==> src/rtl/core/cbti_pkg.sv <==
// Shared types, constants and codes for the clipped bilinear table interpolator.
package cbti_pkg;

    localparam int DEF_MAX_COLS = 16;
    localparam int DEF_MAX_ROWS = 16;
    localparam int CNT_W = 5;
    localparam int IDX_OUT_W = 4;
    localparam int FRAC_W = 16;

    localparam logic [1:0] KIND_COL_BP = 2'd0;
    localparam logic [1:0] KIND_ROW_BP = 2'd1;
    localparam logic [1:0] KIND_TABLE = 2'd2;
    localparam logic [1:0] KIND_LOOKUP = 2'd3;

    localparam logic REG_COLS = 1'b0;
    localparam logic REG_ROWS = 1'b1;

    typedef struct packed {
        logic [1:0] kind;
        logic [7:0] entry_addr;
        logic signed [31:0] write_data;
        logic signed [31:0] x_in;
        logic signed [31:0] y_in;
    } item_in_t;

    typedef struct packed {
        logic signed [31:0] result_value;
        logic [3:0] col_index;
        logic [3:0] row_index;
        logic [15:0] col_frac;
        logic [15:0] row_frac;
    } item_out_t;

    typedef enum logic [3:0] {
        OP_IDLE = 4'd0,
        OP_LOAD = 4'd1,
        OP_EDGE = 4'd2,
        OP_STEP = 4'd3,
        OP_DIVI = 4'd4,
        OP_DSTP = 4'd5,
        OP_FETCH = 4'd6,
        OP_MUL = 4'd7,
        OP_DONE = 4'd8,
        OP_ZERO = 4'd9,
        OP_RDEC = 4'd10
    } op_t;

    typedef struct packed {
        op_t op;
        logic axis;
        logic [1:0] sub;
    } cmd_t;

    typedef struct packed {
        logic clipped;
        logic search_done;
        logic div_done;
        logic zero_size;
    } stat_t;

endpackage

==> src/rtl/core/cbti_ctrl.sv <==
// Controller state machine sequencing a lookup through the datapath.
module cbti_ctrl (
    input  logic clk,
    input  logic rst_n,
    input  logic go,
    input  cbti_pkg::stat_t stat,
    output cbti_pkg::cmd_t cmd,
    output logic busy,
    output logic done
);
    import cbti_pkg::*;

    typedef enum logic [10:0] {
        S_IDLE  = 11'b00000000001,
        S_ZERO  = 11'b00000000010,
        S_LOAD  = 11'b00000000100,
        S_EDGE  = 11'b00000001000,
        S_STEP  = 11'b00000010000,
        S_DIVI  = 11'b00000100000,
        S_DSTP  = 11'b00001000000,
        S_FETCH = 11'b00010000000,
        S_MUL   = 11'b00100000000,
        S_RDEC  = 11'b01000000000,
        S_DONE  = 11'b10000000000
    } state_t;

    state_t state_reg, state_next;
    logic axis_reg, axis_next;
    logic [1:0] sub_reg, sub_next;

    always_ff @(posedge clk or negedge rst_n)
    begin
        if (!rst_n)
        begin
            state_reg <= S_IDLE;
            axis_reg <= 1'b0;
            sub_reg <= 2'd0;
        end
        else
        begin
            state_reg <= state_next;
            axis_reg <= axis_next;
            sub_reg <= sub_next;
        end
    end

    always_comb
    begin
        state_next = state_reg;
        axis_next = axis_reg;
        sub_next = sub_reg;
        cmd.op = OP_IDLE;
        cmd.axis = axis_reg;
        cmd.sub = sub_reg;
        done = 1'b0;
        case (state_reg)
            S_IDLE:
            begin
                axis_next = 1'b0;
                sub_next = 2'd0;
                if (go)
                begin
                    state_next = S_ZERO;
                end
            end
            S_ZERO:
            begin
                cmd.op = OP_ZERO;
                state_next = stat.zero_size ? S_FETCH : S_LOAD;
            end
            S_LOAD:
            begin
                // first read of the end breakpoints is in flight
                cmd.op = OP_LOAD;
                sub_next = sub_reg + 2'd1;
                if (sub_reg == 2'd1)
                begin
                    sub_next = 2'd0;
                    state_next = S_EDGE;
                end
            end
            S_EDGE:
            begin
                cmd.op = OP_EDGE;
                state_next = stat.clipped ? S_RDEC : S_STEP;
            end
            S_STEP:
            begin
                cmd.op = OP_STEP;
                if (stat.search_done)
                begin
                    state_next = S_DIVI;
                end
            end
            S_DIVI:
            begin
                cmd.op = OP_DIVI;
                state_next = S_DSTP;
            end
            S_DSTP:
            begin
                cmd.op = OP_DSTP;
                if (stat.div_done)
                begin
                    state_next = S_RDEC;
                end
            end
            S_RDEC:
            begin
                cmd.op = OP_RDEC;
                if (axis_reg)
                begin
                    axis_next = 1'b0;
                    state_next = S_FETCH;
                end
                else
                begin
                    axis_next = 1'b1;
                    state_next = S_LOAD;
                end
            end
            S_FETCH:
            begin
                // four table reads, one address per cycle plus read latency
                cmd.op = OP_FETCH;
                sub_next = sub_reg + 2'd1;
                if (sub_reg == 2'd3)
                begin
                    state_next = S_MUL;
                end
            end
            S_MUL:
            begin
                cmd.op = OP_MUL;
                sub_next = sub_reg + 2'd1;
                if (sub_reg == 2'd3)
                begin
                    sub_next = 2'd0;
                    state_next = S_DONE;
                end
            end
            S_DONE:
            begin
                cmd.op = OP_DONE;
                done = 1'b1;
                state_next = S_IDLE;
            end
            default:
            begin
                state_next = S_IDLE;
            end
        endcase
    end

    assign busy = (state_reg != S_IDLE);
endmodule

==> config.mk <==
export PLATFORM = sky130hd
export DESIGN_NAME = cbti_ctrl
export DESIGN_NICKNAME = d
export VERILOG_FILES = /design/src/rtl/core/cbti_pkg.sv /design/src/rtl/core/cbti_ctrl.sv
export SDC_FILE = /design/constraint.sdc
export NUM_CORES = 1
export LEC_CHECK = 0
export ABC_AREA = 0
export BUFFER_PORTS_ARGS = -buffer_cell sky130_fd_sc_hd__buf_4
export CORE_MARGIN = 2
export CORE_UTILIZATION = 30
export CTS_CLUSTER_SIZE = 16
export DETAILED_ROUTE_END_ITERATION = 6
export PLACE_DENSITY = 0.44
export SETUP_SLACK_MARGIN = 0.2
export SLEW_MARGIN = 15
export SYNTH_ARGS = -nofsm -noshare
export SYNTH_HDL_FRONTEND = slang
export SYNTH_SLANG_ARGS = --single-unit
==> constraint.sdc <==
create_clock -name clk -period 3.5 [get_ports clk]
set_clock_uncertainty 0.05 [all_clocks]
set_input_delay 0.7 -clock clk [delete_from_list [all_inputs] [get_ports clk]]
set_output_delay 0.7 -clock clk [all_outputs]
set_load 0.005 [all_outputs]
==> flow_metrics.env, run 1 <==
export IMPL_status="complete, no violations"
export IMPL_synth_edf_count=0
export IMPL_gr_usage_met2=0.235
export IMPL_syn2layout_area_growth_pct=12.7
export IMPL_fmax_mhz=359
export IMPL_p_sw_frac=0.399
export IMPL_yosysSeqAreaShare=0.307
export IMPL_final_max_slew_violation_count=0
export IMPL_wl_per_cell_um=15.5
export IMPL_synth_seq_cells=14
export IMPL_synthesis_nets=137
export IMPL_io_pins=16
export IMPL_drive_above_1_share=0.239
export IMPL_ir_worst_vdd_mv=0.317
export IMPL_synth_main_ff_cell="dfrtp_1"
export IMPL_hpwl_um=2110
export IMPL_busiest_layer="met2"
export IMPL_rows=22
export IMPL_overflow=0
export IMPL_cts_tree="yes"
export IMPL_holdWs_ns=0.245
export IMPL_fin_nets=145
export IMPL_numPortBuffers=15
export IMPL_layout_commonest_cell="buf_4"
export IMPL_viasPerCell=5.31
export IMPL_core_um2=3660
export IMPL_synth_area_um2=1140
export IMPL_grt_util_met1=0.208
export IMPL_grt_first_pass_wirelength_um=5030
export IMPL_final_cell_mix="15 x buf_4, 13 x dfrtp_1, 11 x nor2_1"
export IMPL_postCtsSetupBuffers=0
export IMPL_slew_headroom=0.654
export IMPL_p_int_mw=0.425
export IMPL_largest_register_ffs=11
export IMPL_antenna_found_initial=0
export IMPL_worst_pin_slew_ns=0.519
export IMPL_finalCritPeriodShare=0.797
export IMPL_ant_nets=0
export IMPL_crit_required_ns=2.75
export IMPL_cp_end_kind="output port"
export IMPL_power_density_nw_per_um2=548
export IMPL_drtPass1Iterations=6
export IMPL_regToRegSetupSlack_ns=1.39
export IMPL_final_setup_tns_ns=0
export IMPL_cts_sinks=14
export IMPL_period_needed_ns=2.79
export IMPL_gr_usage_met3=0.0375
export IMPL_worstPathArrival_ns=2.04
export IMPL_die_area_um2=4330
export IMPL_crit_reg2reg_launch="state_reg[6]$_DFFE_PN0P_"
export IMPL_crit_path_max_fanout=10
export IMPL_root_buffer="clkbuf_8"
export IMPL_finalSetupViolCount=0
export IMPL_place_congestion=0.765
export IMPL_synth_distinct_cells=44
export IMPL_cts_resized=0
export IMPL_cts_clk_slew_worst_paths_ns=0.06
export IMPL_hold_viol_final=0
export IMPL_seqPwrFrac=0.358
export IMPL_pwr_share_clk=0.228
export IMPL_dr_first_iter_drc_count=41
export IMPL_grtUsageTotal=0.155
export IMPL_clk_path_buf_depth=2
export IMPL_dp_slack_ns=0.996
export IMPL_cp_start_kind="flop"
export IMPL_num_vias=967
export IMPL_pwr_share_comb=0.414
export IMPL_p_sw_mw=0.282
export IMPL_initial_core_util=0.313
export IMPL_ys_warn_count=0
export IMPL_rsz0062_at_grt="false"
export IMPL_drt_wl_total_um=2820
export IMPL_drv_cap=0
export IMPL_critPathKind="reg -> out"
export IMPL_cts_max_level=1
export IMPL_cts_buffers=3
export IMPL_syn_inst=127
export IMPL_cts_hold_buf=0
export IMPL_grt_max_degree=15
export IMPL_grt_pass1_vias=1005
export IMPL_reg2regPathDepth=4
export IMPL_clk_latency_ns=0.25
export IMPL_syn_avg_cell_area_um2=9.01
export IMPL_drc_errors=0
export IMPL_worstHoldPathType="in -> async"
export IMPL_die_height_um=65.8
export IMPL_num_antenna_cells=0
export IMPL_synthArstFlopShare=1.00
export IMPL_leakagePower_nw=0.576
export IMPL_timing_final_ws_setup_ns=0.712
export IMPL_die_w_um=65.8
export IMPL_rr_endpoint="state_reg[8]$_DFFE_PN0P_"
==> cell families after synthesis <==
logic type               synth area share
AO/OA/AOI/OAI                       0.130
buffers and inverters              0.0951
XOR/XNOR                           0.0536
adder cells (fa/ha/maj)            0.0328
multiplexers                      0.00984
AND/OR/NAND/NOR                     0.372
flip-flops                          0.307
==> through the flow <==
step	area (um^2)	util	total power, mW	instances
3_5_place_dp	1230	0.337	0.547	178
5_1_grt	1290	0.352	0.765	182
3_3_place_gp	1230	0.337	0.547	178
6_report	1290	0.352	0.707	182
2_1_floorplan	1140	-	0.456	127
4_1_cts	1290	0.352	0.713	182
==> cell type report <==
type | instances | area [um^2]
clock buffers | 4 | 55.1
fillers | 384 | 2370
inverters | 7 | 26.3
multi-input cells | 94 | 684
flip-flops and latches | 14 | 352
well taps | 48 | 60.1
repair buffers | 15 | 113
==> per-layer routing <==
metal | share of wire | vias up
li1 | - | 476
met2 | 0.44 | 27
met4 | 0.022 | 0
met1 | 0.48 | 457
met3 | 0.049 | 7
met5 | 0 | -
==> critical path: stages (launching register included) <==
cell and delay, ns:
dfrtp_1 0.51, or4_4 0.60, nor2_1 0.23, nand2_1 0.10, o21ai_0 0.20, buf_4 0.14
==> cell usage after synthesis, drive strengths merged, types with 2 or more instances <==
master  instances  area (um^2)
a21boi          2         15.0
a21oi           3         15.0
and3            2         12.5
buf            12         82.6
dfrtp          13          325
ha              3         37.5
inv             7         26.3
nand2           4         17.5
nand3           8         50.1
nand4           5         37.5
nor2           11         41.3
nor2b           2         12.5
nor3            8         62.6
nor3b           7         52.6
nor4            3         48.8
nor4b           4         35.0
o211ai          3         22.5
o21ai           7         35.0
or4             2         18.8
xnor2           3         26.3
xor2            4         35.0
==> worst max path at each step <==
stage	start	end	cells after the start
2_1_floorplan	state_reg[3]$_DFFE_PN0P_	done	5
3_5_place_dp	state_reg[3]$_DFFE_PN0P_	cmd[5]	5
5_1_grt	state_reg[3]$_DFFE_PN0P_	cmd[5]	5
4_1_cts	state_reg[3]$_DFFE_PN0P_	cmd[5]	5
3_3_place_gp	state_reg[3]$_DFFE_PN0P_	cmd[5]	5
6_report	state_reg[3]$_DFFE_PN0P_	cmd[5]	5
==> power by group through the flow <==
stage               logic (mW)  registers [mW]  clock network (mW)
floorplan                0.256           0.200                   0
global route             0.330           0.261               0.173
global placement         0.293           0.254                   0
finish                   0.293           0.253               0.161
detailed placement       0.293           0.254                   0
CTS                      0.294           0.251               0.167
Power figures use the tool's default switching activity.
==> run 2, diff against run 1 <==
Settings changed: PLACE_DENSITY 0.44 to 0.46.
Clock period 3.5 ns to 2.4 ns, I/O delays scaled along.
==> run 2 against run 1 <==
Critical path depth unchanged. Setup slack worse by 0.57 ns. Combinational power up 130%. Hold slack worse by 0.22 ns. Register-to-register slack worse by 1.0 ns. Sequential share of layout area down 4.7 points. Global-route usage up 0.86 points. Total power up 70%. Clock-buffer cell count unchanged. Largest cell class unchanged.
==> flow_metrics.env, run 2 (same netlist as run 1, synthesis figures left out) <==
export IMPL_syn2layout_area_growth_pct=36.7
export IMPL_fin_nets=172
export IMPL_layout_commonest_cell="buf_4"
export IMPL_root_buffer="clkbuf_8"
export IMPL_period_needed_ns=2.26
export IMPL_drt_wl_total_um=3190
export IMPL_critPathKind="reg -> out"
export IMPL_die_w_um=65.8
export IMPL_clk_path_buf_depth=2
export IMPL_cts_clk_slew_worst_paths_ns=0.06
export IMPL_rows=22
export IMPL_ir_worst_vdd_mv=0.385
export IMPL_finalSetupViolCount=0
export IMPL_final_setup_tns_ns=0
export IMPL_grt_max_degree=15
export IMPL_clk_latency_ns=0.24
export IMPL_grt_pass1_vias=1121
export IMPL_overflow=0
export IMPL_leakagePower_nw=0.722
export IMPL_antenna_found_initial=0
export IMPL_slew_headroom=0.658
export IMPL_drive_above_1_share=0.453
export IMPL_die_area_um2=4330
export IMPL_cts_hold_buf=0
export IMPL_cts_sinks=14
export IMPL_crit_start="state_reg[10]$_DFFE_PN0P_"
export IMPL_met1_length_um=1550
export IMPL_seqCellArea_um2=353
export IMPL_ant_nets=0
export IMPL_rr_endpoint="state_reg[0]$_DFFE_PN1P_"
export IMPL_fill_cells=364
export IMPL_reg2regPathDepth=5
export IMPL_hold_viol_final=0
export IMPL_core_um2=3660
export IMPL_wl_per_cell_um=15.3
export IMPL_drc_errors=0
export IMPL_crit_path_max_fanout=3
export IMPL_rsz0062_at_grt="true"
export IMPL_met2WireLength_um=1420
export IMPL_finalCritPeriodShare=0.940
export IMPL_num_antenna_cells=0
export IMPL_cp_end_kind="output port"
export IMPL_initial_core_util=0.313
export IMPL_hpwl_um=2300
export IMPL_crit_required_ns=1.87
export IMPL_layout_cells_non_filler=209
export IMPL_grtUsageTotal=0.163
export IMPL_fmax_mhz=443
export IMPL_cts_buffers=3
export IMPL_multiInputGateArea_um2=766
export IMPL_worstPathArrival_ns=1.73
export IMPL_final_cell_mix="42 x buf_4, 12 x dfrtp_1, 9 x nor2_1"
export IMPL_cts_max_level=1
export IMPL_io_pins=16
export IMPL_status="complete, no violations"
export IMPL_placed_cells=195
export IMPL_top_layer="met4"
export IMPL_place_congestion=0.867
export IMPL_num_vias=1087
export IMPL_die_height_um=65.8
export IMPL_dr_first_iter_drc_count=107
export IMPL_crit_reg2reg_launch="state_reg[7]$_DFFE_PN0P_"
export IMPL_regToRegSetupSlack_ns=0.39
export IMPL_grt_first_pass_wirelength_um=5380
export IMPL_drtPass1Iterations=4
export IMPL_largest_register_ffs=11
export IMPL_numPortBuffers=15
export IMPL_cp_start_kind="flop"
export IMPL_drv_cap=0
export IMPL_worstHoldPathType="in -> async"
export IMPL_cts_tree="yes"
export IMPL_dr_wl_met3_um=140
export IMPL_cp_endpoint="cmd[4]"
export IMPL_viasPerCell=5.20
export IMPL_worst_pin_slew_ns=0.512
export IMPL_final_max_slew_violation_count=0
export IMPL_power_density_nw_per_um2=766
## run 2: cell types whose count changed in the layout (fill, tap and decap cells not counted), moves of 2 or more
cell,delta
nor2_4,+2
nor2_1,-2
nand3_1,-2
nand3_2,+2
nor3_2,+2
nand2_1,-2
nor3_1,-2
nor4b_1,-2
o21ai_0,-2
buf_4,+27
nand2_2,+2
nor4b_2,+2
## run 2: cell type report
| cell class | instances | share of cell area |
|---|---|---|
| Tap cell | 48 | 0.0384 |
| Inverter | 7 | 0.0168 |
| Multi-Input combinational cell | 94 | 0.489 |
| Clock buffer | 4 | 0.0288 |
| Timing Repair Buffer | 42 | 0.201 |
| Sequential cell | 14 | 0.225 |
## run 2: repair_timing
item	CTS	global route
gates resized for setup	13	8
buffers inserted	5	5
cloned	0	0
pin swaps	6	9
endpoints found under the setup margin	5	6
## run 2: metal layers
layer / vias to the layer above / track usage
li1: 522 / -
met1: 533 / 0.226
met2: 23 / 0.247
met3: 9 / 0.0239
met4: 0 / 0.0781
met5: - / 0
## run 2: worst min path at each step
stage | cells past startpoint | start | end
5_1_grt | 1 | rst_n | state_reg[9]$_DFFE_PN0P_
2_1_floorplan | 0 | rst_n | axis_reg$_DFFE_PN0P_
6_report | 1 | rst_n | state_reg[7]$_DFFE_PN0P_
3_3_place_gp | 1 | rst_n | state_reg[9]$_DFFE_PN0P_
3_5_place_dp | 1 | rst_n | state_reg[9]$_DFFE_PN0P_
4_1_cts | 1 | rst_n | state_reg[9]$_DFFE_PN0P_
## run 2: power breakdown
part,internal [mW],switching [mW],total [mW]
Clock,0.117,0.0795,0.197
Combinational,0.334,0.339,0.673
Sequential,0.273,0.0564,0.330
Total,0.725,0.475,1.20
## run 2: worst max-delay path, cell delays in order (launching register included)
cell,delay (ns)
dfrtp_1,0.37
or3_4,0.42
nor4_4,0.34
a21boi_1,0.14
nand2_1,0.10
buf_4,0.11
## run 2: per-stage QoR
step	worst slack (ns)	hold slack (ns)	cell area [um^2]	utilization	power (mW)
6_report	0.144	0.0226	1570	0.428	1.20
3_3_place_gp	0.290	0.291	1360	0.372	0.869
4_1_cts	0.138	0.0294	1480	0.405	1.14
3_5_place_dp	0.301	0.290	1360	0.372	0.869
5_1_grt	0.0774	0.0317	1570	0.428	1.28
2_1_floorplan	0.404	0.134	1140	-	0.665
==> run 3, diff against run 2 <==
Settings changed: SETUP_SLACK_MARGIN 0.2 to 0.02.
==> run 3 against run 2 <==
Total power is 10% lower. Clock-buffer cell count stayed put. Sequential power hardly changed. Highest routed layer unchanged. Final area is 9.0% lower. Hold slack better by 0.0030 ns. Largest power group unchanged. Setup slack worse by 0.052 ns.
==> flow_metrics.env, run 3 (same netlist as run 1, synthesis figures left out) <==
export IMPL_drc_errors=0
export IMPL_fill_cells=377
export IMPL_cts_tree="yes"
export IMPL_rows=22
export IMPL_num_antenna_cells=0
export IMPL_final_cell_mix="32 x buf_4, 12 x dfrtp_1, 9 x nor2_1"
export IMPL_viasPerCell=5.26
export IMPL_grt_pass1_vias=1069
export IMPL_grt_first_pass_wirelength_um=5240
export IMPL_die_area_um2=4330
export IMPL_finalSetupViolCount=0
export IMPL_leakagePower_nw=0.656
export IMPL_antenna_found_initial=0
export IMPL_crit_path_max_fanout=4
export IMPL_seqCellArea_um2=353
export IMPL_crit_reg2reg_launch="state_reg[7]$_DFFE_PN0P_"
export IMPL_cp_end_kind="output port"
export IMPL_die_w_um=65.8
export IMPL_hold_viol_final=0
export IMPL_crit_start="state_reg[2]$_DFFE_PN0P_"
export IMPL_clk_path_buf_depth=2
export IMPL_drv_cap=0
export IMPL_io_pins=16
export IMPL_worstHoldPathType="in -> async"
export IMPL_multiInputGateArea_um2=701
export IMPL_fin_nets=162
export IMPL_drt_wl_total_um=2990
export IMPL_syn2layout_area_growth_pct=24.5
export IMPL_layout_commonest_cell="buf_4"
export IMPL_root_buffer="clkbuf_8"
export IMPL_reg2regPathDepth=5
export IMPL_rr_endpoint="state_reg[0]$_DFFE_PN1P_"
export IMPL_core_um2=3660
export IMPL_place_congestion=0.867
export IMPL_critPathKind="reg -> out"
export IMPL_grtUsageTotal=0.159
export IMPL_rsz0062_at_grt="true"
export IMPL_overflow=0
export IMPL_die_height_um=65.8
export IMPL_layout_cells_non_filler=199
export IMPL_cts_sinks=14
export IMPL_final_setup_tns_ns=0
export IMPL_cts_clk_slew_worst_paths_ns=0.06
export IMPL_power_density_nw_per_um2=754
export IMPL_ant_nets=0
export IMPL_finalCritPeriodShare=0.962
export IMPL_wl_per_cell_um=15.0
export IMPL_clk_latency_ns=0.24
export IMPL_hpwl_um=2300
export IMPL_placed_cells=195
export IMPL_cts_buffers=3
export IMPL_final_max_slew_violation_count=0
export IMPL_dr_first_iter_drc_count=123
export IMPL_largest_register_ffs=11
export IMPL_cts_resized=0
export IMPL_grt_max_degree=15
export IMPL_period_needed_ns=2.31
export IMPL_postCtsSetupBuffers=0
export IMPL_slew_headroom=0.659
export IMPL_cts_hold_buf=0
export IMPL_initial_core_util=0.313
export IMPL_cp_start_kind="flop"
export IMPL_crit_required_ns=1.87
export IMPL_status="complete, no violations"
export IMPL_regToRegSetupSlack_ns=0.43
export IMPL_ir_worst_vdd_mv=0.325
export IMPL_worstPathArrival_ns=1.78
export IMPL_drive_above_1_share=0.351
export IMPL_drtPass1Iterations=4
export IMPL_num_vias=1047
export IMPL_total_power_mw=1.07
export IMPL_numPortBuffers=15
export IMPL_cts_max_level=1
export IMPL_fmax_mhz=433
export IMPL_worst_pin_slew_ns=0.511
-- run 3: critical path, stage by stage, from the launching register on --
cell,delay [ns]
dfrtp_1,0.43
or4_4,0.56
nor2_2,0.13
nand2_1,0.09
o21ai_0,0.19
buf_4,0.14
-- run 3: worst max-delay path by stage --
stage                     depth (start not counted)  slack (ns)     end
after CTS                                         5        0.03    done
after floorplan                                   5        0.40    done
final                                             5        0.09  cmd[6]
after global placement                            5        0.29    done
after global routing                              5       0.008  cmd[6]
after detailed placement                          5        0.30    done
-- run 3: layer usage --
metal	vias up	track usage	routed length, um
li1	507	-	-
met5	-	0	0
met1	509	0.231	1530
met3	6	0.0170	104
met2	25	0.236	1300
met4	0	0.0677	49
-- run 3: cell type report --
type / instances / share of cell area
Tap cell: 48 / 0.0421
Timing Repair Buffer: 32 / 0.169
Sequential cell: 14 / 0.248
Multi-Input combinational cell: 94 / 0.492
Inverter: 7 / 0.0184
Clock buffer: 4 / 0.0316
-- run 3: metrics by stage --
stage | hold WS [ns] | worst slack, ns | util | area [um^2]
floorplan | 0.134 | 0.404 | - | 1140
global placement | 0.291 | 0.290 | 0.372 | 1360
detailed placement | 0.290 | 0.301 | 0.372 | 1360
CTS | 0.0294 | 0.0310 | 0.384 | 1410
global route | 0.0317 | 0.00783 | 0.389 | 1430
finish | 0.0256 | 0.0920 | 0.389 | 1430
-- run 3: power breakdown --
| part | switching (mW) | leakage [nW] | internal [mW] |
|---|---|---|---|
| Sequential | 0.0553 | 0.189 | 0.273 |
| Clock | 0.0788 | 0.0228 | 0.117 |
| Combinational | 0.286 | 0.444 | 0.263 |
